**src/design/fvc_ram.sv**
```systemverilog
// ----------------------------------------------------------------------------
// fvc_ram
// Generic single-write, single-read RAM with registered read data.
// ----------------------------------------------------------------------------
module fvc_ram #(
  parameter int WIDTH = 8,
  parameter int DEPTH = 16
) (
  input  logic                       clk,
  input  logic                       we,
  input  logic [$clog2(DEPTH)-1:0]   waddr,
  input  logic [WIDTH-1:0]           wdata,
  input  logic [$clog2(DEPTH)-1:0]   raddr,
  output logic [WIDTH-1:0]           rdata
);

  logic [WIDTH-1:0] mem [DEPTH];

  always_ff @(posedge clk) begin
    if (we) begin
      mem[waddr] <= wdata;
    end
    rdata <= mem[raddr];
  end

endmodule

```
**config.mk**
```make
export PLATFORM = sky130hd
export DESIGN_NAME = fvc_ram
export DESIGN_NICKNAME = d
export VERILOG_FILES = /design/src/design/fvc_ram.sv
export SDC_FILE = /design/constraint.sdc
export NUM_CORES = 1
export LEC_CHECK = 0
export ABC_AREA = 1
export BUFFER_PORTS_ARGS = -buffer_cell sky130_fd_sc_hd__buf_4
export CORE_MARGIN = 3
export CORE_UTILIZATION = 50
export CTS_CLUSTER_SIZE = 25
export DETAILED_ROUTE_END_ITERATION = 8
export PLACE_DENSITY = 0.69
export SYNTH_ARGS = -nofsm -noshare
export SYNTH_HDL_FRONTEND = slang
export SYNTH_SLANG_ARGS = --single-unit
```
**constraint.sdc**
```tcl
create_clock -name clk -period 1.25 [get_ports clk]
set_input_delay 0.0625 -clock clk [delete_from_list [all_inputs] [get_ports clk]]
set_output_delay 0.0625 -clock clk [all_outputs]
set_load 0.005 [all_outputs]
```
==> metrics <==
Overall Global Routing Usage=21.35%; max-cap violations=0; crit-path cells=inv_1, nand2_1, nand3_1, nand3_1, nand3_1, nand2_1; placed cells=a little over 700; final setup TNS=0 ps; Iteration-0 DRC Markers=295; Util after Layout=between 60 and 70%; IO buf count=25; Synth Area in XOR/XNOR=0%; Synth Cell Area=just under 6000 um2; startpoint types=register; largest family of logic cells by synthesized area=simple AND/OR/NAND/NOR gates; RSZ-0062 raised after global routing=false; Compound-Gate Fraction of Synth Area=0%; clk slew on worst S/H paths=60 ps; Final Instance Count excl. Fillers=between 700 and 800; Antenna Diode Count=0; Max Transition Viols Final=0; CP Max Fanout=1; Starting Density=between 50% and 60%; clock sink count=between 100 and 150; Crit path arrival time=approximately 1400 ps; Final period util=a little over four fifths; sequential fraction of the synthesis area=69.43%; global-route wire length before repair=20270 um; vias=3875; CTS resizes=0; width of the die=approximately 110 um; Max Clk Rate=around 0.94 GHz; Worst Skew=between 9 and 10 ps; vias in the first global route=between 3000 and 4000; setup violators final=0; Fin. Hold Viols=0; pre-CTS setup slack=140.2 ps; die height=~110 um; number of top-level pins=26; drt pass-1 iters=4; outcome=finished, final reports clean; hold crit path type=in -> reg; commonest cells after routing, fill and taps aside=173 x nand2_1, 128 x edfxtp_1, 100 x inv_1; Synth Warn #=0; Required @ worst endpoint=about 1600 ps; DP HPWL=a little over 8000 um; Routed wire per std cell=16.94 um; global route overflow=0; Crit Path Category=reg -> reg; crit end category=register; commonest non-fill, non-tap cell in the layout=nand2_1; WHS=between 20 and 25 ps; total power=roughly 11 mW; deepest clock path buffer count=2; via/cell ratio=5.146; Netlist cell types=12; Slew headroom=77.95%; antenna viol nets, final=0; Area Growth Syn to Fin=19.01%; share of layout cells above drive strength 1=around 14%; largest net degree at the start of global routing=33; Root Buffer=clkbuf_16; Syn Nets=about 570; site row count=38; pwr/cell area=roughly 1600 nW/um2; CP max stage delay=about 360 ps; Mean Syn Cell Area=between 10 and 15 um2; full die area=12860 um2; Final WS setup=190.8 ps; RePlAce Congestion=approximately 0.93; Area after DPL=around 6200 um2; Fill cells=894; final WL=about 13000 um; Pleak=around 3 nW; total CTS buffers=17; DRC viols=0; Post-Synth Simple-Gate Area=21.05%; H-Tree Depth=4; initial antenna violation count=0; CTS tree=done; cell mode on critical path=nand3_1; core box area=between 10000 and 15000 um2; clk_lat worst skew=approximately 410 ps; worst slew pin tran=330.7 ps; CP max-delay cell=edfxtp_1; multiplexer area fraction after synthesis=0%; worst vdd ir=slightly below 0.001 V; Design Area, Final=6863 um2; Final nets=618; post-layout min period=around 1100 ps; Seq cells post-synth=between 100 and 150; Synth Area in Adders=0%; Cells after Synth=551
==> worst max-delay path: cells and delay by family, from the launching register on <==
family / cells / cell delay [ps]
simple gates: 5 / 530
flops: 1 / 360
buf+inv: 1 / 60
==> logic make-up (layout without fill, tap and decap cells) <==
group | after synthesis | count (layout)
AND/OR/NAND/NOR | 289 | 289
buffers and inverters | 126 | 188
flip-flops | 136 | 136
==> layout make-up <==
class | instances | area, um2 | area share, %
Clock buffer | 17 | 425.4 | 6.199
Clock inverter | 15 | 201.4 | 2.935
Inverter | 102 | 382.9 | 5.579
Multi-Input combinational cell | 289 | 1214 | 17.68
Sequential cell | 136 | 4004 | 58.34
Tap cell | 140 | 175.2 | 2.552
Timing Repair Buffer | 54 | 460.4 | 6.709
==> per-layer routing <==
| layer | track usage [%] | vias to the layer above | part of all wire (%) |
|---|---|---|---|
| met5 | 0 | - | 0 |
| met4 | 10.34 | 0 | 2.4 |
| met3 | 4.562 | 22 | 6.3 |
| met2 | 33.41 | 150 | 49 |
| met1 | 28.64 | 1835 | 42 |
| li1 | - | 1868 | - |
==> path summary, 6_finish.rpt <==
kind | from | slack, ps | endpoint | cells after the start
min | wdata[2] | 20 | mem[6][2] | 1
min reg2reg | mem[12][2] | 680 | rdata[2] | 6
max | mem[1][7] | 190 | rdata[7] | 6
max reg2reg | mem[1][7] | 190 | rdata[7] | 6
==> cells in the mapped netlist (all sizes together) <==
library cell	n	area (um2)
buf	24	166.4
nand3	97	485.5
inv	102	382.9
nand2	173	649.4
edfxtp	128	3844
nand3b	2	15.01
dfxtp	8	160.2
nor2	17	63.81
==> repair_timing <==
item	4_1_cts	5_1_grt
hold buffers	2	0
buffers inserted	0	0
hold endpoints to repair	17	0
==> where the power goes <==
group	internal [mW]	switching, mW
sequential	5.10	0.0383
clock	3.34	1.86
combinational	0.241	0.433
==> sequential cells by signal (all words and copies together), names as in the netlist <==
name / count
mem: 128
rdata: 8
Note: power is estimated with default switching activity, not from simulation.
