## src/design/fvc_pkg.sv

```systemverilog
// ----------------------------------------------------------------------------
// fvc_pkg
// Shared constants and types for the valid-region FIR convolution core.
// ----------------------------------------------------------------------------
package fvc_pkg;

  localparam int MAX_HALF    = 31;
  localparam int SAMPLE_BITS = 24;
  localparam int COEF_BITS   = 18;
  localparam int COEF_FRAC   = 16;

  localparam int DEPTH  = 2 * MAX_HALF + 1;
  localparam int IDX_W  = $clog2(DEPTH);
  localparam int HW_W   = 5;
  localparam int OUT_W  = 32;
  localparam int PROD_W = SAMPLE_BITS + COEF_BITS;
  localparam int ACC_W  = PROD_W + IDX_W;
  localparam int SH_W   = ACC_W - COEF_FRAC;
  localparam int CMP_W  = ((SH_W > OUT_W) ? SH_W : OUT_W) + 1;
  localparam int CNT_W  = $clog2(DEPTH + 3);

  localparam int PADDR_W = 3;
  localparam int PDATA_W = 32;

  // request opcodes
  localparam logic OP_LOAD   = 1'b0;
  localparam logic OP_SAMPLE = 1'b1;

  // register index (paddr[2])
  localparam logic REG_HALF_WIDTH = 1'b0;

  typedef struct packed {
    logic shift;   // take the newer neighbor's sample
    logic rotate;  // take the older neighbor's sample
  } cell_ctrl_t;

  typedef struct packed {
    logic clear;   // zero the accumulator
    logic valid;   // operands carry a live tap
  } mac_ctrl_t;

endpackage

```

## src/design/fvc_mac.sv

```systemverilog
// ----------------------------------------------------------------------------
// fvc_mac
// Shared multiply-accumulate with floor scaling and 32-bit saturation.
// ----------------------------------------------------------------------------
module fvc_mac (
  input  logic                                   clk,
  input  fvc_pkg::mac_ctrl_t                     ctrl,
  input  logic signed [fvc_pkg::SAMPLE_BITS-1:0] sample,
  input  logic signed [fvc_pkg::COEF_BITS-1:0]   coef,
  output logic signed [fvc_pkg::OUT_W-1:0]       filtered_value,
  output logic                                   saturated
);
  import fvc_pkg::*;

  localparam logic signed [CMP_W-1:0] SAT_MAX =
    {{(CMP_W-OUT_W+1){1'b0}}, {(OUT_W-1){1'b1}}};
  localparam logic signed [CMP_W-1:0] SAT_MIN =
    {{(CMP_W-OUT_W+1){1'b1}}, {(OUT_W-1){1'b0}}};

  logic signed [PROD_W-1:0] prod;
  logic                     prod_valid;
  logic signed [ACC_W-1:0]  acc;
  logic signed [SH_W-1:0]   shifted;
  logic signed [CMP_W-1:0]  shifted_ext;

  always_ff @(posedge clk) begin
    prod <= PROD_W'(coef) * PROD_W'(sample);
    if (ctrl.clear) begin
      prod_valid <= 1'b0;
      acc        <= '0;
    end else begin
      prod_valid <= ctrl.valid;
      if (prod_valid) begin
        acc <= acc + ACC_W'(prod);
      end
    end
  end

  // floor toward minus infinity, then clip
  assign shifted     = SH_W'(acc >>> COEF_FRAC);
  assign shifted_ext = CMP_W'(shifted);

  always_comb begin
    if (shifted_ext > SAT_MAX) begin
      filtered_value = SAT_MAX[OUT_W-1:0];
      saturated      = 1'b1;
    end else if (shifted_ext < SAT_MIN) begin
      filtered_value = SAT_MIN[OUT_W-1:0];
      saturated      = 1'b1;
    end else begin
      filtered_value = shifted_ext[OUT_W-1:0];
      saturated      = 1'b0;
    end
  end

endmodule

```

## config.mk

```make
export PLATFORM = sky130hd
export DESIGN_NAME = fvc_mac
export DESIGN_NICKNAME = d
export VERILOG_FILES = /design/src/design/fvc_pkg.sv /design/src/design/fvc_mac.sv
export SDC_FILE = /design/constraint.sdc
export NUM_CORES = 1
export LEC_CHECK = 0
export ABC_AREA = 1
export BUFFER_PORTS_ARGS = -buffer_cell sky130_fd_sc_hd__buf_2
export CAP_MARGIN = 15
export CORE_MARGIN = 1
export CORE_UTILIZATION = 55
export DETAILED_ROUTE_END_ITERATION = 10
export GPL_TIMING_DRIVEN = 0
export HOLD_SLACK_MARGIN = 0.1
export PLACE_DENSITY = 0.72
export SLEW_MARGIN = 20
export SYNTH_ARGS = -nofsm -noshare
export SYNTH_HDL_FRONTEND = slang
export SYNTH_SLANG_ARGS = --single-unit
```

## constraint.sdc

```tcl
create_clock -name clk -period 9.4 [get_ports clk]
set_input_delay 1.41 -clock clk [delete_from_list [all_inputs] [get_ports clk]]
set_output_delay 1.41 -clock clk [all_outputs]
set_load 0.01 [all_outputs]
```

==> out/metrics.cfg, run 1 <==
[sta]
worst_hold_slack_ns=0.479
final.period_utilization_pct=83.1
worst_pin_slew_ns=1.11
slew-limit-headroom_pct=25.7
rsz0062_at_grt=false
finalHoldViolCount=0
period_needed_ns=7.81
fmaxAchievable_mhz=128
finalMaxSlewViolations=0
setup_viol=0
finalSetupTns_ns=0
setup_slack_ns=1.59
clock_skew_ns=0.0197

[cells_and_area]
fillCellCount=3967
n_antenna_cell=0
syn2layout_area_growth_pct=5.41
layout.nets=3936
multi_input_area_sq_um=17200
regArea_sq_um=1820
layout-drive-gt1-share_pct=3.50

[placed_design]
io_buffers=51
dpl.hpwl_mm=64.1
pre_cts_slack_ns=1.25
gp_congestion=1.02

[clocking]
cts.path.max_buffers=2
cts_tree=built
cts_resized=0
clockRootBuffer=clkbuf_16
cts_sinks=91
cts_hold_buf=0
insertion_delay_ns=0.36
cts_buffers=9
htree_levels=3
postCtsSetupBuffers=0
clk_pin_slew_ns=0.08

[synthesis]
synthesis.nets=3874
synth_seq_cells=91
ys_seq_area_share_pct=7.91
postSynthAreaPerCell_sq_um=7.08
synth_top_area_share_pct=37.0
ys_types=44
ys_warn_count=0
syn_inst=3251
synth_top_area_cell=fa_1
synth_ff_type=dfxtp_1
synth_area_leaders=fa_1, inv_1, nand2_1
synthArstFlopShare_pct=0
synth-edff-count=0
syn_area_sq_um=23000

[critical_path]
crit_top_cell=fa_1
reg2reg_depth=10
reg2reg_from=acc[25]
cp_max_fo=10
startpoint=coef[5]
critPathMaxStageDelay_ns=0.97
arrival_ns=8.06
crit_required_ns=9.65
critPathLaunchType=input port
critical_path.top_delay_family=adder cells
cp_cell_sequence=buf_2 > clkbuf_1 > nand2_1 > inv_1 > fa_1 > fa_1 > inv_1 > fa_1 > fa_1 > fa_1 > fa_1 > inv_1 > ha_1 > nand2_1 > inv_1 > a21oi_1 > o221ai_1 > a21oi_1 > nand3_1 > xor2_1
cp_slowest_cell=fa_1
path_buf_inv=6
end_kind=register
path_class=in -> reg
path_depth=20

[status]
status=complete, but fails checks
violations=DRC

[floorplan]
core_sq_um=41000
io_pins=78
die-area_sq_um=42700
die_h_microns=207
start_util_pct=56.1
rows=74
die-width_microns=207

[min_path]
hold_path_depth=2
hold_class=reg -> reg
hp-start=acc[0]

[drt]
post-route-drc-count=5
via_per_inst=5.33
drtAntennaViolNets=0
first_pass_iters=9
avgRoutedWirePerCell_microns=19.0
first_iter_violations=1778
totalWireLength_mm=73.2
vias=20500

[global_route]
gr-max-usage-layer=met2
grt_use_met3_pct=8.21
use_met2_pct=58.5
met1_usage_pct=47.2
grt_first_pass_wirelength_mm=115
grt_max_degree=17
grt_overflow=0
grt_use_total_pct=36.1
grt_pass1_vias=21200
antenna_found_initial=1

[run]
maxCapViolations=0

## synthesized netlist by cell type (all sizes together), types with 2 or more instances
cell type	count
a211oi	2
a21boi	3
a21o	11
a21oi	96
a31o	2
a31oi	8
buf	11
clkbuf	122
dfxtp	91
fa	426
ha	152
inv	931
nand2	825
nand3	84
nand4	29
nor2	267
nor3	15
nor4	2
o21ai	77
o21bai	21
or2	8
xnor2	19
xor2	41
## area by class of cell
class / instances / area share [%]
buffer: 133 / 2.09
clock inverter: 6 / 0.397
multi-input combinational: 2096 / 70.9
tap: 532 / 2.74
clock buffer: 10 / 0.944
timing repair buffer: 51 / 1.05
inverter: 931 / 14.4
sequential: 91 / 7.51
## worst paths after layout
path                    to  slack, ns
setup / recovery  prod[40]       1.59
hold / removal      acc[0]       0.48
setup reg to reg   acc[35]       6.57
hold reg to reg     acc[0]       0.48
## metal layers
layer	vias up	share of wire, %
li1	9431	-
met1	9968	40
met2	960	45
met3	179	11
met4	0	3.9
met5	-	0
## cell usage in the layout (no fill, tap or decap), types with 9 or more instances in the layout
master,count
xor2_1,41
nor2_2,9
o21ai_0,66
ha_1,152
nor2_1,258
xnor2_1,19
nand2_2,11
fa_1,426
nand2_1,814
inv_1,930
nor3_1,11
nand3_1,82
a21oi_1,93
o21bai_1,20
dfxtp_1,91
nand4_1,29
clkbuf_16,9
a21o_1,11
clkbuf_1,123
buf_2,54
## worst reg2reg max path, cell delays in order (launching register included)
cell     delay, ns
dfxtp_1       0.38
ha_1          0.44
nand2_1       0.15
nor2_1        0.21
inv_1         0.09
o21ai_0       0.69
a21oi_1       0.18
nand4_1       0.16
nand3_1       0.25
nand2_1       0.15
inv_1         0.04
## registers in the layout, summed over array words and instances (netlist names)
signal and flops:
acc 48, prod 42, prod_valid 1
## logic make-up (layout without fill, tap and decap cells)
family	count (synthesis)	in the layout	synth area share (%)
adders and majority gates	578	578	45.3
buffers and inverters	1064	1131	17.4
DFF	91	91	7.91
xor gates and xnor gates	60	60	2.28
and+or+nand+nor	1234	1234	21.5
AOI/OAI and AO/OA	223	223	5.57
other	1	1	0.0163
## stage by stage
step,cell area (sq um),std cells,utilization [%]
floorplan,23000,3251,-
global placement,23900,3834,58.4
detailed placement,23900,3834,58.4
CTS,24300,3850,59.2
global route,24300,3850,59.2
finish,24300,3850,59.2
Power of run 1 is left out: the tool's default activity adds up to more than one toggle a clock period on the data nets, which glitch-free logic cannot reach.
==> run 2: changes to the inputs <==
- PLACE_DENSITY: 0.72 -> 0.75
- clock period: 9.4 -> 6.55 ns (I/O delays scaled with it)
==> out/metrics.cfg, run 2 (synthesized netlist as in run 1, its figures left out) <==
[critical_path]
critPathMaxStageDelay_ns=0.55  ; was 0.97 ns
path_buf_inv=5  ; was 6
cp_cell_sequence=buf_2 > clkinvlp_4 > buf_8 > or2_2 > fa_1 > fa_1 > fa_1 > fa_1 > fa_1 > fa_1 > inv_1 > ha_1 > inv_1 > o21bai_1 > nand3_1 > nand2_1 > a21oi_1 > nand4_1 > xor2_1  ; was buf_2 > clkbuf_1 > nand2_1 > inv_1 > fa_1 > fa_1 > inv_1 > fa_1 > fa_1 > fa_1 > fa_1 > inv_1 > ha_1 > nand2_1 > inv_1 > a21oi_1 > o221ai_1 > a21oi_1 > nand3_1 > xor2_1
cp_max_fo=10  ; unchanged
startpoint=coef[17]  ; was coef[5]
crit_top_cell=fa_1  ; unchanged
critPathLaunchType=input port  ; unchanged
reg2reg_from=prod[0]  ; was acc[25]
path_class=in -> reg  ; unchanged
crit_required_ns=6.79  ; was 9.65 ns
end_kind=register  ; unchanged
cp_slowest_cell=fa_1  ; unchanged
critical_path.top_delay_family=adder cells  ; unchanged
arrival_ns=6.64  ; was 8.06 ns

[global_route]
grt_use_total_pct=33.7  ; was 36.1%
grt_overflow=0  ; unchanged
antenna_found_initial=0  ; was 1
grt_first_pass_wirelength_mm=109  ; was 115 mm
grt_pass1_vias=20700  ; was 21200
grt_max_degree=20  ; was 17

[cells_and_area]
regMostFlops=acc  ; unchanged
n_antenna_cell=0  ; unchanged
final_cell_mix=inv_1, nand2_1, fa_1  ; unchanged
top_regs=acc x48, prod x42, prod_valid x1  ; unchanged
syn2layout_area_growth_pct=6.91  ; was 5.41%
final_common_cell=inv_1  ; unchanged
layout.nets=3942  ; was 3936
fillCellCount=3921  ; was 3967
layout-drive-gt1-share_pct=7.10  ; was 3.50%
largest_reg_flops=48  ; unchanged
design_area_sq_um=24600  ; was 24300 sq um

[placed_design]
dpl_cell_area_sq_um=23900  ; unchanged
gp_congestion=1.00  ; was 1.02
io_buffers=51  ; unchanged
dpl.hpwl_mm=59.8  ; was 64.1 mm

[status]
violations=DRC  ; unchanged
status=complete, but fails checks  ; unchanged

[floorplan]
io_pins=78  ; unchanged
die_h_microns=207  ; unchanged
start_util_pct=56.1  ; unchanged
rows=74  ; unchanged
die-area_sq_um=42700  ; unchanged
core_sq_um=41000  ; unchanged
die-width_microns=207  ; unchanged

[sta]
finalMaxSlewViolations=0  ; unchanged
final.period_utilization_pct=97.7
clock_skew_ns=0.0121  ; was 0.0197 ns
setup_viol=0  ; unchanged
slew-limit-headroom_pct=50.6  ; was 25.7%
finalHoldViolCount=0  ; unchanged
rsz0062_at_grt=true  ; was false
period_needed_ns=6.40
fmaxAchievable_mhz=156
worst_pin_slew_ns=0.741  ; was 1.11 ns

[clocking]
cts_hold_buf=0  ; unchanged
htree_levels=3  ; unchanged
cts_tree=built  ; unchanged
clockRootBuffer=clkbuf_16  ; unchanged
cts.path.max_buffers=2  ; unchanged
cts_sinks=91  ; unchanged
cts_buffers=9  ; unchanged
clk_pin_slew_ns=0.08  ; about the same
insertion_delay_ns=0.36  ; about the same

[min_path]
hold_class=reg -> reg  ; unchanged
hp-start=acc[0]  ; unchanged

[drt]
avgRoutedWirePerCell_microns=17.8  ; was 19.0 microns
vias=20200  ; was 20500
via_per_inst=5.23  ; was 5.33
drtAntennaViolNets=0  ; unchanged
post-route-drc-count=3  ; was 5
first_pass_iters=10  ; was 9
totalWireLength_mm=68.5  ; was 73.2 mm
first_iter_violations=1533  ; was 1778

[run]
maxCapViolations=0  ; unchanged

[run 2: timing repair]
item                                    CTS  global route
resized for setup                        68           146
pin swaps                                 0             2
setup buffers                             0             8
endpoints found under the setup margin   24            21
[run 2: final cells by class]
class	count	area (sq um)	share of cell area (%)
Inverter	931	3500	14.2
Multi-Input combinational cell	2096	17300	70.4
Tap cell	532	666	2.70
Sequential cell	91	1820	7.40
Clock buffer	9	225	0.915
Timing Repair Buffer	59	315	1.28
Clock inverter	7	73.8	0.300
Buffer	131	693	2.82
[run 2: per-layer routing]
layer	global-route usage, %	part of all wire, %	vias to the layer above
li1	-	-	9437
met1	43.3	41	9750
met2	56.9	47	837
met3	6.34	8.8	137
met4	11.6	3.6	0
met5	0	0	-
[run 2: metrics by stage]
stage,setup TNS [ns],cells,hold WS [ns],util (%),setup WS (ns)
after floorplan,0,3251,0.445,-,0.238
final,0,3856,0.480,60.0,0.148
after global placement,-16.70,3834,0.457,58.4,-0.893
after CTS,0,3849,0.476,59.3,0.00462
after detailed placement,-17.54,3834,0.466,58.4,-0.945
after global routing,-0.0978,3856,0.513,60.0,-0.0414
[run 2: worst reg2reg max path: stages (launching register included)]
cell     delay [ns]
dfxtp_1        0.35
ha_1           0.24
inv_1          0.07
fa_1           0.40
inv_1          0.16
nand3_1        0.09
nand2_1        0.23
nand2_1        0.10
nand2_2        0.15
nand2_1        0.07
nand2_1        0.20
nand3_1        0.16
nand4_1        0.12
nand3_1        0.08
nand2_1        0.07
inv_1          0.03
[run 2: path summary, 6_finish.rpt]
check             depth (start not counted)       end  slack (ns)
hold / removal                            2    acc[0]        0.48
setup reg to reg                         15   acc[40]        3.93
hold reg to reg                           2    acc[0]        0.48
setup / recovery                         19  prod[41]        0.15
Power of run 2 is left out for the same reason.
