**src/design/fvc_pkg.sv**
```systemverilog
// ----------------------------------------------------------------------------
// fvc_pkg
// Shared constants and types for the valid-region FIR convolution core.
// ----------------------------------------------------------------------------
package fvc_pkg;

  localparam int MAX_HALF    = 31;
  localparam int SAMPLE_BITS = 24;
  localparam int COEF_BITS   = 18;
  localparam int COEF_FRAC   = 16;

  localparam int DEPTH  = 2 * MAX_HALF + 1;
  localparam int IDX_W  = $clog2(DEPTH);
  localparam int HW_W   = 5;
  localparam int OUT_W  = 32;
  localparam int PROD_W = SAMPLE_BITS + COEF_BITS;
  localparam int ACC_W  = PROD_W + IDX_W;
  localparam int SH_W   = ACC_W - COEF_FRAC;
  localparam int CMP_W  = ((SH_W > OUT_W) ? SH_W : OUT_W) + 1;
  localparam int CNT_W  = $clog2(DEPTH + 3);

  localparam int PADDR_W = 3;
  localparam int PDATA_W = 32;

  // request opcodes
  localparam logic OP_LOAD   = 1'b0;
  localparam logic OP_SAMPLE = 1'b1;

  // register index (paddr[2])
  localparam logic REG_HALF_WIDTH = 1'b0;

  typedef struct packed {
    logic shift;   // take the newer neighbor's sample
    logic rotate;  // take the older neighbor's sample
  } cell_ctrl_t;

  typedef struct packed {
    logic clear;   // zero the accumulator
    logic valid;   // operands carry a live tap
  } mac_ctrl_t;

endpackage

```
**src/design/fvc_cell.sv**
```systemverilog
// ----------------------------------------------------------------------------
// fvc_cell
// One window slot: shifts toward older on a new sample, rotates toward newer
// while the taps are walked past the multiplier.
// ----------------------------------------------------------------------------
module fvc_cell (
  input  logic                                  clk,
  input  fvc_pkg::cell_ctrl_t                   ctrl,
  input  logic signed [fvc_pkg::SAMPLE_BITS-1:0] from_newer,
  input  logic signed [fvc_pkg::SAMPLE_BITS-1:0] from_older,
  output logic signed [fvc_pkg::SAMPLE_BITS-1:0] sample
);
  import fvc_pkg::*;

  always_ff @(posedge clk) begin
    if (ctrl.shift) begin
      sample <= from_newer;
    end else if (ctrl.rotate) begin
      sample <= from_older;
    end
  end

endmodule

```
**config.mk**
```make
export PLATFORM = sky130hd
export DESIGN_NAME = fvc_cell
export DESIGN_NICKNAME = d
export VERILOG_FILES = /design/src/design/fvc_pkg.sv /design/src/design/fvc_cell.sv
export SDC_FILE = /design/constraint.sdc
export NUM_CORES = 1
export LEC_CHECK = 0
export CAP_MARGIN = 30
export CORE_MARGIN = 5
export CORE_UTILIZATION = 50
export CTS_CLUSTER_DIAMETER = 80
export CTS_CLUSTER_SIZE = 28
export DETAILED_ROUTE_END_ITERATION = 10
export DONT_BUFFER_PORTS = 1
export GPL_TIMING_DRIVEN = 0
export PLACE_DENSITY_LB_ADDON = 0.15
export SETUP_SLACK_MARGIN = 0.2
export SKIP_LAST_GASP = 1
export SLEW_MARGIN = 25
export SYNTH_ARGS = -nofsm -noshare
export SYNTH_HDL_FRONTEND = slang
export SYNTH_SLANG_ARGS = --single-unit
```
**constraint.sdc**
```tcl
create_clock -name clk -period 2.9 [get_ports clk]
set_input_delay 0.58 -clock clk [delete_from_list [all_inputs] [get_ports clk]]
set_output_delay 0.58 -clock clk [all_outputs]
set_load 0.1 [all_outputs]
```
==> results of run 1 <==
## routing by layer
layer  share of wire  up-vias  GRT usage
met5               0        -          0
met2            0.55       42      0.204
met1            0.33      223      0.110
met4               0        0     0.0497
met3            0.11        0     0.0588
li1                -      213          -
## cell families after synthesis
kind of cell / Yosys count / synth area share
multiplexers: 24 / 0.305
flip-flops: 24 / 0.644
AND/OR/NAND/NOR: 1 / 0.00559
buffers and inverters: 3 / 0.0458
## per-stage QoR
step                      utilization  hold WS [ns]
final                           0.563         0.474
after CTS                       0.557         0.465
after floorplan                     -         0.797
after global routing            0.563         0.449
after detailed placement        0.532         0.800
after global placement          0.532         0.798
## cell usage after synthesis
master,n
mux2_2,5
or2_1,1
edfxtp_1,24
buf_12,2
buf_6,1
mux2_4,19
## power breakdown
group          switching [mW]  total (mW)  internal (mW)
Combinational          0.0219      0.0666         0.0448
Sequential              0.290       0.719          0.429
Clock                  0.0963       0.236          0.140
## worst max-delay path by stage
stage,start,end,slack (ns),depth (start not counted)
finish,sample[11],sample[11],1.04,0
global placement,ctrl[1],sample[4],0.96,3
floorplan,ctrl[1],sample[0],1.09,3
CTS,sample[11],sample[11],1.01,0
global route,sample[11],sample[11],0.99,0
detailed placement,ctrl[1],sample[4],0.86,3
## final cells by class
| class | count | area (um2) | area share |
|---|---|---|---|
| buffer | 3 | 51.3 | 0.0420 |
| clock inverter | 1 | 30.0 | 0.0246 |
| multi-input combinational | 25 | 348 | 0.285 |
| tap | 28 | 35.0 | 0.0287 |
| clock buffer | 3 | 22.5 | 0.0184 |
| timing repair buffer | 1 | 15.0 | 0.0123 |
| sequential | 24 | 721 | 0.590 |
==> results summary, run 1 <==
The clock tree root buffer cell is clkbuf_4. The worst-case headroom to the max-slew limit is 0.397. The run finished with clean final reports. The setup path with the least slack is of type reg2out. The startpoint identified for the worst hold timing path is from_newer[11]. The placed instances occupy a cell area of 1150 um2.

At the worst endpoint, the required time is 2.32 ns. The first-pass GRT wire length came out at 2820 um. The via count of the first global-routing pass is 565.

The global placer's final weighted congestion is 0.649. The kind of start point of the critical path is a register. For the pin with the worst max-slew slack, the measured transition is 0.907 ns.

Using the TritonRoute via totals, the vias-per-cell ratio works out to 5.62. The routed length per placed instance came out at 23.3 um. The clock net sink count is 24.

Clock tree synthesis inserted a total of 3 buffers. The total nets after synthesis came out at 103. The effective utilization at floorplan is 0.516. The signal arrival time at the worst endpoint is 1.28 ns. The number of warnings reported in the yosys synthesis log is 0.

The floorplan step set the die height to 57.3 um. Counting tap cells, the placed design contains a total of 80 instances. The pin count of the biggest net entering global routing came out at 25. The via count of the routed design came out at 478. Leaving out fill and tap cells, the most frequent cells in the layout are edfxtp_1 (24), mux2_4 (19), mux2_2 (5). The number of cells produced by synthesis came out at 52. The longest clock path from root to sink contains 2 buffers. The buffer count from post-CTS setup fixing came out at 0. The clock-pin slew reported for the worst setup and hold paths after clock tree synthesis is 0.13 ns. The layout filler cell count is 177. The number of detailed-route iterations in the first pass came out at 4. The post-synthesis average cell area is 21.5 um2. In the final timing run, aggregate negative setup slack is 0 ns. After floorplanning, the core was sized to cover 2170 um2.

The post-placement worst setup slack is 0.863 ns. The initial detailed-routing violation count came out at 12. The initial antenna violation count is 0. The area growth from synthesis to layout is 9.16%.

The standard-cell row count came out at 17. The max-cap violation count is 0. In the routed design, unresolved DRC markers number 0.

The minimum clock period is 1.86 ns. The number of nets with antenna violations after detailed routing is 0. Counting instances, the worst hold path has a depth of 1. The number of nets in the layout came out at 109. The final layout contains routed wiring with a total length of 1980 um. Summed over all layers, the global routing overflow is 0. IR analysis of the VDD net gives a maximum drop of 0.462 mV. The number of max-slew violations in the final report came out at 0.

The number of gates resized after CTS came out at 0. The maximum fanout along the worst path came out at 1. Input and output buffers added on the ports amount to 0. In the final layout, the registers with the most flip-flops are sample x24.

Leaving out fill and tap cells, the most frequent cell in the layout is edfxtp_1. Excluding fillers, the count of instances in the completed layout stands at 85. The hold violation count in the final report is 0.

The worst setup path is captured at an output port. In this run the count of I/O pins placed on the die edge is 75. The power per standard cell area is 835 nW/um2. In the final layout, the share of cells above drive strength 1 is 0.561.

The worst setup slack after layout came out at 1.04 ns. The finished cells cover 1220 um2. Summed over all instances, the cell type with the most area after synthesis is edfxtp_1. The portion of the post-synthesis area used by sequential elements is 0.644. In this run the cell area of the synthesized design comes to 1120 um2. The endpoint of the worst hold-timing path is sample[11].

The leakage power came out at 0.482 nW. The flop and latch count out of synthesis came out at 24. By area the synthesized netlist is led by edfxtp_1 (64%), mux2_4 (25%), mux2_2 (5.0%), buf_12 (3.6%), buf_6 (1.0%). The total setup violations reported at the end of the flow came out at 0.

The number of library cell types mapped by synthesis came out at 6. The worst min-delay path category is in2reg. The overall die area is 3290 um2.

The share of synthesized area in the top cell type comes to 0.644. The x dimension of the die is 57.3 um. The total power consumption of the routed design came out at 1.02 mW. The clock tree from TritonCTS is yes.

The antenna diode instance count came out at 0. Ranked by flip-flop count, first place goes to sample. In the global route stage, overall resource usage came out at 0.115. In the finished design, the share of the clock period the worst path needs comes to 0.643. The number of buffers inserted by hold repair at cts is 0. Derived from the worst setup path, the maximum achievable clock frequency is 537 MHz.

The flip-flop count of the largest register, all copies and words added came out at 24. CTS built an H-tree with a depth of 1. Setup repair after global routing left no endpoint under its margin.
(Power assumes the default switching activity.)
==> run 2, diff against run 1 <==
==> constraint.sdc (replaced) <==
create_clock -name clk -period 1.6 [get_ports clk]
set_input_delay 0.32 -clock clk [delete_from_list [all_inputs] [get_ports clk]]
set_output_delay 0.32 -clock clk [all_outputs]
set_load 0.1 [all_outputs]
==> run 2 against run 1 <==
Effect of this change:
- the run now ends with negative setup slack left
- first-iteration DRC count fell by 33%
- global-route usage up 0.43 points
- die area is the same
- hold slack worse by 0.26 ns
- largest power group unchanged
==> results summary, run 2 (synthesis results as in run 1) <==
Run status: finished with violations (was finished clean). The final reports fail on negative setup slack. The kind of start point of the critical path is a register (unchanged). The buffer levels on the longest clock path is 2 (unchanged). The net switching power is 0.741 mW (was 0.408 mW). The count of H-tree levels built during CTS is 1 (unchanged). The register with the most flip-flops is sample (unchanged).

The initial detailed-routing violation count came to 8 (was 12). The share of total power in sequential cells came out at 0.775 (was 0.704). The clock-pin slew reported for the worst setup and hold paths after clock tree synthesis was 0.13 ns (about the same). The tightest hold margin came to 0.218 ns (was 0.474 ns). The core utilization of the finished layout came to 0.543 (was 0.563). The worst-case headroom to the max-slew limit came to 0.391 (was 0.397). Largest registers: sample x24 (unchanged). The setup total negative slack came out at -0.00584 ns (was 0 ns). The area inside the core boundary was 2170 um2 (unchanged).

Of the available clock period, the critical path in the final layout requires 1.00. The die span in y came to 57.3 um (unchanged). The required time of the worst setup path was 1.28 ns (was 2.32 ns).

The via count of the first global-routing pass is 579 (was 565). The total congestion overflow after global routing is 0 (unchanged). The number of gates resized after CTS was 0 (unchanged). The most common cell after layout, fill and taps aside is edfxtp_1 (unchanged).

The number of cells on the worst hold path is 1 (unchanged). The max-cap violation count came to 0 (unchanged). The antenna diode instance count is 0 (unchanged). The slew at the pin closest to its max-slew limit is 0.916 ns (was 0.907 ns). The number of detailed-route iterations in the first pass came out at 3 (was 4). The total setup violations reported at the end of the flow is 2 (was 0). The worst setup slack after layout came to -0.00502 ns (was 1.04 ns). The clock tree root buffer cell is clkbuf_4 (unchanged). The number of remaining DRC errors came out at 0 (unchanged). The total wire length is 1990 um (was 1980 um).

The net switching fraction of the power came to 0.440 (was 0.400). The maximum operating frequency is 623 MHz. The HPWL reported at the end of detailed placement is 1600 um.

The first-pass GRT wire length is 2910 um (was 2820 um). The layout filler cell count is 181 (was 177). The number of max-slew violations in the final report was 0 (unchanged). Commonest cells after routing, fill and taps aside: edfxtp_1 (24), mux2_4 (19), mux2_2 (5) (unchanged).

The final standard cell area without fillers came out at 1180 um2 (was 1220 um2). The highest ir drop seen on vdd was 0.698 mV (was 0.462 mV). The relative area change from synthesis to final layout came to 5.14% (was 9.16%). The worst path in the final design needs a cycle of 1.61 ns, including I/O delays and setup. The hold violation count in the final report is 0 (unchanged). The signal arrival time at the worst endpoint came out at 1.29 ns (was 1.28 ns). The leakage power is 0.461 nW (was 0.482 nW). Setup repair after global routing missed its margin: yes (was no). The clock tree from TritonCTS was yes (unchanged). The power per standard cell area came out at 1430 nW/um2 (was 835 nW/um2). The overall die area came out at 3290 um2 (unchanged). The number of cells on the critical path is 0 (unchanged). The initial antenna violation count is 0 (unchanged). The pin count of the biggest net entering global routing came out at 25 (unchanged). The overall global routing resource usage is 0.119 (was 0.115). The clock net sink count came out at 24 (unchanged). The count of buffers from port buffering is 0 (unchanged). The placed cell area is 1150 um2 (unchanged).

The worst min-delay path category was in2reg (unchanged). The relative contribution of combinational cells to total power is 0.069 (was 0.065). The routed length per placed instance is 24.0 um (was 23.3 um). The via count of the routed design came out at 471 (was 478). The x dimension of the die is 57.3 um (unchanged).

The global placer's final weighted congestion came to 0.605 (was 0.649). The maximum fanout along the worst path came to 1 (unchanged). The type of the worst setup path is reg2out (unchanged). The number of nets in the layout came out at 108 (was 109).

The top-level I/O count was 75 (unchanged). The clock share of power came out at 0.156 (was 0.231). The internal power was 0.943 mW (was 0.613 mW).

The via density per instance came out at 5.67 (was 5.62). The flip-flop count of the largest register, all copies and words added came out at 24 (unchanged). The effective utilization at floorplan is 0.516 (unchanged).

The total CTS buffers is 3 (unchanged). The number of nets with antenna violations after detailed routing came out at 0 (unchanged). The critical path capture point type is an output port (unchanged). The layout cell share with drive strength beyond 1 was 0.564 (was 0.561). The standard-cell row count is 17 (unchanged).
==> run 2: what timing repair did <==
action	CTS	global route
pin swaps	0	0
buffers inserted	0	0
setup endpoints to repair	24	24
gates cloned	0	0
endpoints found under the hold margin	0	0
hold buffers	0	0
==> run 2: final timing paths <==
kind / from / endpoint / slack, ns
worst min-delay path: from_newer[17] / sample[17] / 0.22
worst max-delay path: sample[10] / sample[10] / -0.005
==> run 2: area by class of cell <==
type	instances	area (um2)	share of cell area
multi-input combinational	25	348	0.295
clock buffer	3	22.5	0.0191
tap	28	35.0	0.0298
sequential	24	721	0.612
buffer	3	51.3	0.0436
==> run 2: metal layers <==
layer,up-vias,part of all wire,global-route usage
met3,0,0.11,0.0611
met2,43,0.53,0.199
met1,219,0.37,0.127
li1,209,-,-
met5,-,0,0
met4,0,0,0.0497
==> run 2: through the flow <==
step | power (mW) | cells | setup WS (ns)
floorplan | 1.42 | 52 | 0.239
global placement | 1.43 | 80 | 0.173
detailed placement | 1.44 | 80 | 0.133
CTS | 1.70 | 83 | -0.0216
global route | 1.73 | 83 | -0.0449
finish | 1.68 | 83 | -0.00502
==> run 2: power groups by stage <==
stage                     clock, mW  combinational (mW)  sequential (mW)
after floorplan                   0               0.107             1.31
after global placement            0               0.113             1.32
after detailed placement          0               0.119             1.32
after CTS                     0.270               0.120             1.31
after global routing          0.290               0.126             1.31
final                         0.262               0.117             1.30
==> run 3, diff against run 2 <==
--- a/config.mk
+++ b/config.mk
@@ -5,15 +5,15 @@
 export SDC_FILE = /design/constraint.sdc
 export NUM_CORES = 1
 export LEC_CHECK = 0
-export CAP_MARGIN = 30
+export CAP_MARGIN = 0
 export CORE_MARGIN = 5
-export CORE_UTILIZATION = 50
+export CORE_UTILIZATION = 54
 export CTS_CLUSTER_DIAMETER = 80
 export CTS_CLUSTER_SIZE = 28
 export DETAILED_ROUTE_END_ITERATION = 10
 export DONT_BUFFER_PORTS = 1
 export GPL_TIMING_DRIVEN = 0
-export PLACE_DENSITY_LB_ADDON = 0.15
+export PLACE_DENSITY = 0.75
 export SETUP_SLACK_MARGIN = 0.2
 export SKIP_LAST_GASP = 1
 export SLEW_MARGIN = 25
==> run 3 against run 2 <==
Effect of this change:
- the flow now finishes without violations
- hold slack better by 0.015 ns
- clock-buffer cell count stayed put
- via count is 0.85% lower
==> results summary, run 3 (synthesis results as in run 1) <==
Run status: finished clean (was finished with violations). The number of max-slew violations in the final report is 0 (unchanged). The maximum fanout along the worst path was 1 (unchanged). The met2 routing resource usage after global routing is 0.236 (was 0.199). The clock tree root buffer cell is clkbuf_4 (unchanged). Largest registers: sample x24 (unchanged).

The leakage power is 0.461 nW (unchanged). Setup repair after global routing missed its margin: yes (unchanged). The overall global routing resource usage is 0.130 (was 0.119). The worst setup slack after layout came to 0.0187 ns (was -0.00502 ns).

The pin count of the biggest net entering global routing is 25 (unchanged). The number of gates resized after CTS is 0 (unchanged). The top-level I/O count is 75 (unchanged). The antenna diode instance count came out at 0 (unchanged).

The register with the most flip-flops is sample (unchanged). The first-pass GRT wire length came out at 3020 um (was 2910 um). The maximum operating frequency came out at 632 MHz (was 623 MHz). The die span in y came to 55.5 um (was 57.3 um). The signal arrival time at the worst endpoint is 1.26 ns (was 1.29 ns). The post-placement worst setup slack came out at 0.166 ns (was 0.133 ns).

The total congestion overflow after global routing was 0 (unchanged). The count of buffers from port buffering came out at 0 (unchanged). The global-route met3 utilization is 0.0699 (was 0.0611). The worst min-delay path category is in2reg (unchanged). The relative area change from synthesis to final layout is 5.03% (was 5.14%).

The highest ir drop seen on vdd came to 0.751 mV (was 0.698 mV). The total CTS buffers came out at 3 (unchanged). The routed length per placed instance came out at 23.9 um (was 24.0 um).

The hold violation count in the final report is 0 (unchanged). The number of nets in the layout is 108 (unchanged). The standard-cell row count is 16 (was 17).

The kind of start point of the critical path is a register (unchanged). The final worst-path cycle share is 0.988 (was 1.00). The number of detailed-route iterations in the first pass came out at 3 (unchanged).

The clock net sink count came out at 24 (unchanged). The slew at the pin closest to its max-slew limit came to 0.913 ns (was 0.916 ns). The worst-case headroom to the max-slew limit is 0.393 (was 0.391). The most common cell after layout, fill and taps aside is edfxtp_1 (unchanged). The critical path capture point type is an output port (unchanged). The number of nets with antenna violations after detailed routing came out at 0 (unchanged). The buffer count from post-CTS setup fixing is 0 (unchanged). The power per standard cell area came out at 1410 nW/um2 (was 1430 nW/um2). The initial detailed-routing violation count came out at 8 (unchanged). The number of buffers inserted by hold repair at cts is 0 (unchanged). The area inside the core boundary is 1960 um2 (was 2170 um2).

The flip-flop count of the largest register, all copies and words added is 24 (unchanged). The required time of the worst setup path is 1.28 ns (about the same). The total setup violations reported at the end of the flow is 0 (was 2).

The met1 routing resource usage after global routing came out at 0.120 (was 0.127). The core utilization of the finished layout was 0.599 (was 0.543). The via density per instance is 5.70 (was 5.67). The total wire length is 1960 um (was 1990 um).

The layout filler cell count is 156 (was 181). The overall die area is 3080 um2 (was 3290 um2). The count of H-tree levels built during CTS is 1 (unchanged). The layout cell share with drive strength beyond 1 came to 0.564 (unchanged). The effective utilization at floorplan is 0.571 (was 0.516). The buffer levels on the longest clock path is 2 (unchanged). The global routing's busiest layer was met2 (unchanged). Commonest cells after routing, fill and taps aside: edfxtp_1 (24), mux2_4 (19), mux2_2 (5) (unchanged). The via count of the routed design is 467 (was 471). The initial antenna violation count is 0 (unchanged). The via count of the first global-routing pass is 552 (was 579). The number of remaining DRC errors came out at 0 (unchanged). The max-cap violation count came out at 0 (unchanged). The setup total negative slack came to 0 ns (was -0.00584 ns). The clock-pin slew reported for the worst setup and hold paths after clock tree synthesis came out at 0.11 ns (was 0.13 ns). The clock tree from TritonCTS is yes (unchanged). The type of the worst setup path is reg2out (unchanged). The global placer's final weighted congestion came out at 0.751 (was 0.605). The minimum clock period came out at 1.58 ns (was 1.61 ns). The x dimension of the die is 55.5 um (was 57.3 um).
[run 3: cell type report]
type,count,area (um2),area share
Sequential cell,24,721,0.613
Multi-Input combinational cell,25,348,0.296
Buffer,3,51.3,0.0436
Tap cell,27,33.8,0.0287
Clock buffer,3,22.5,0.0191
[run 3: report_power, final]
part | internal (mW) | total (mW) | leakage [nW] | switching (mW)
Sequential | 0.777 | 1.30 | 0.245 | 0.527
Clock | 0.0875 | 0.238 | 0.0138 | 0.151
Combinational | 0.0781 | 0.117 | 0.203 | 0.0385
Total | 0.943 | 1.66 | 0.461 | 0.717
[run 3: stage by stage]
stage | cells | power [mW] | hold slack, ns | cell area (um2)
detailed placement | 79 | 1.44 | 0.540 | 1150
CTS | 82 | 1.67 | 0.225 | 1180
global placement | 79 | 1.43 | 0.538 | 1150
finish | 82 | 1.66 | 0.234 | 1180
floorplan | 52 | 1.42 | 0.537 | 1120
global route | 82 | 1.72 | 0.201 | 1180
[run 3: worst paths after layout]
kind / from / endpoint / slack (ns) / cells past startpoint
max: sample[1] / sample[1] / 0.02 / 0
min: from_newer[3] / sample[3] / 0.23 / 1
[run 3: layer usage]
layer  routed length (um)  vias to the layer above
met4                   22                        0
met5                    0                        -
met2                 1120                       39
met3                  183                        4
met1                  634                      214
li1                     -                      210
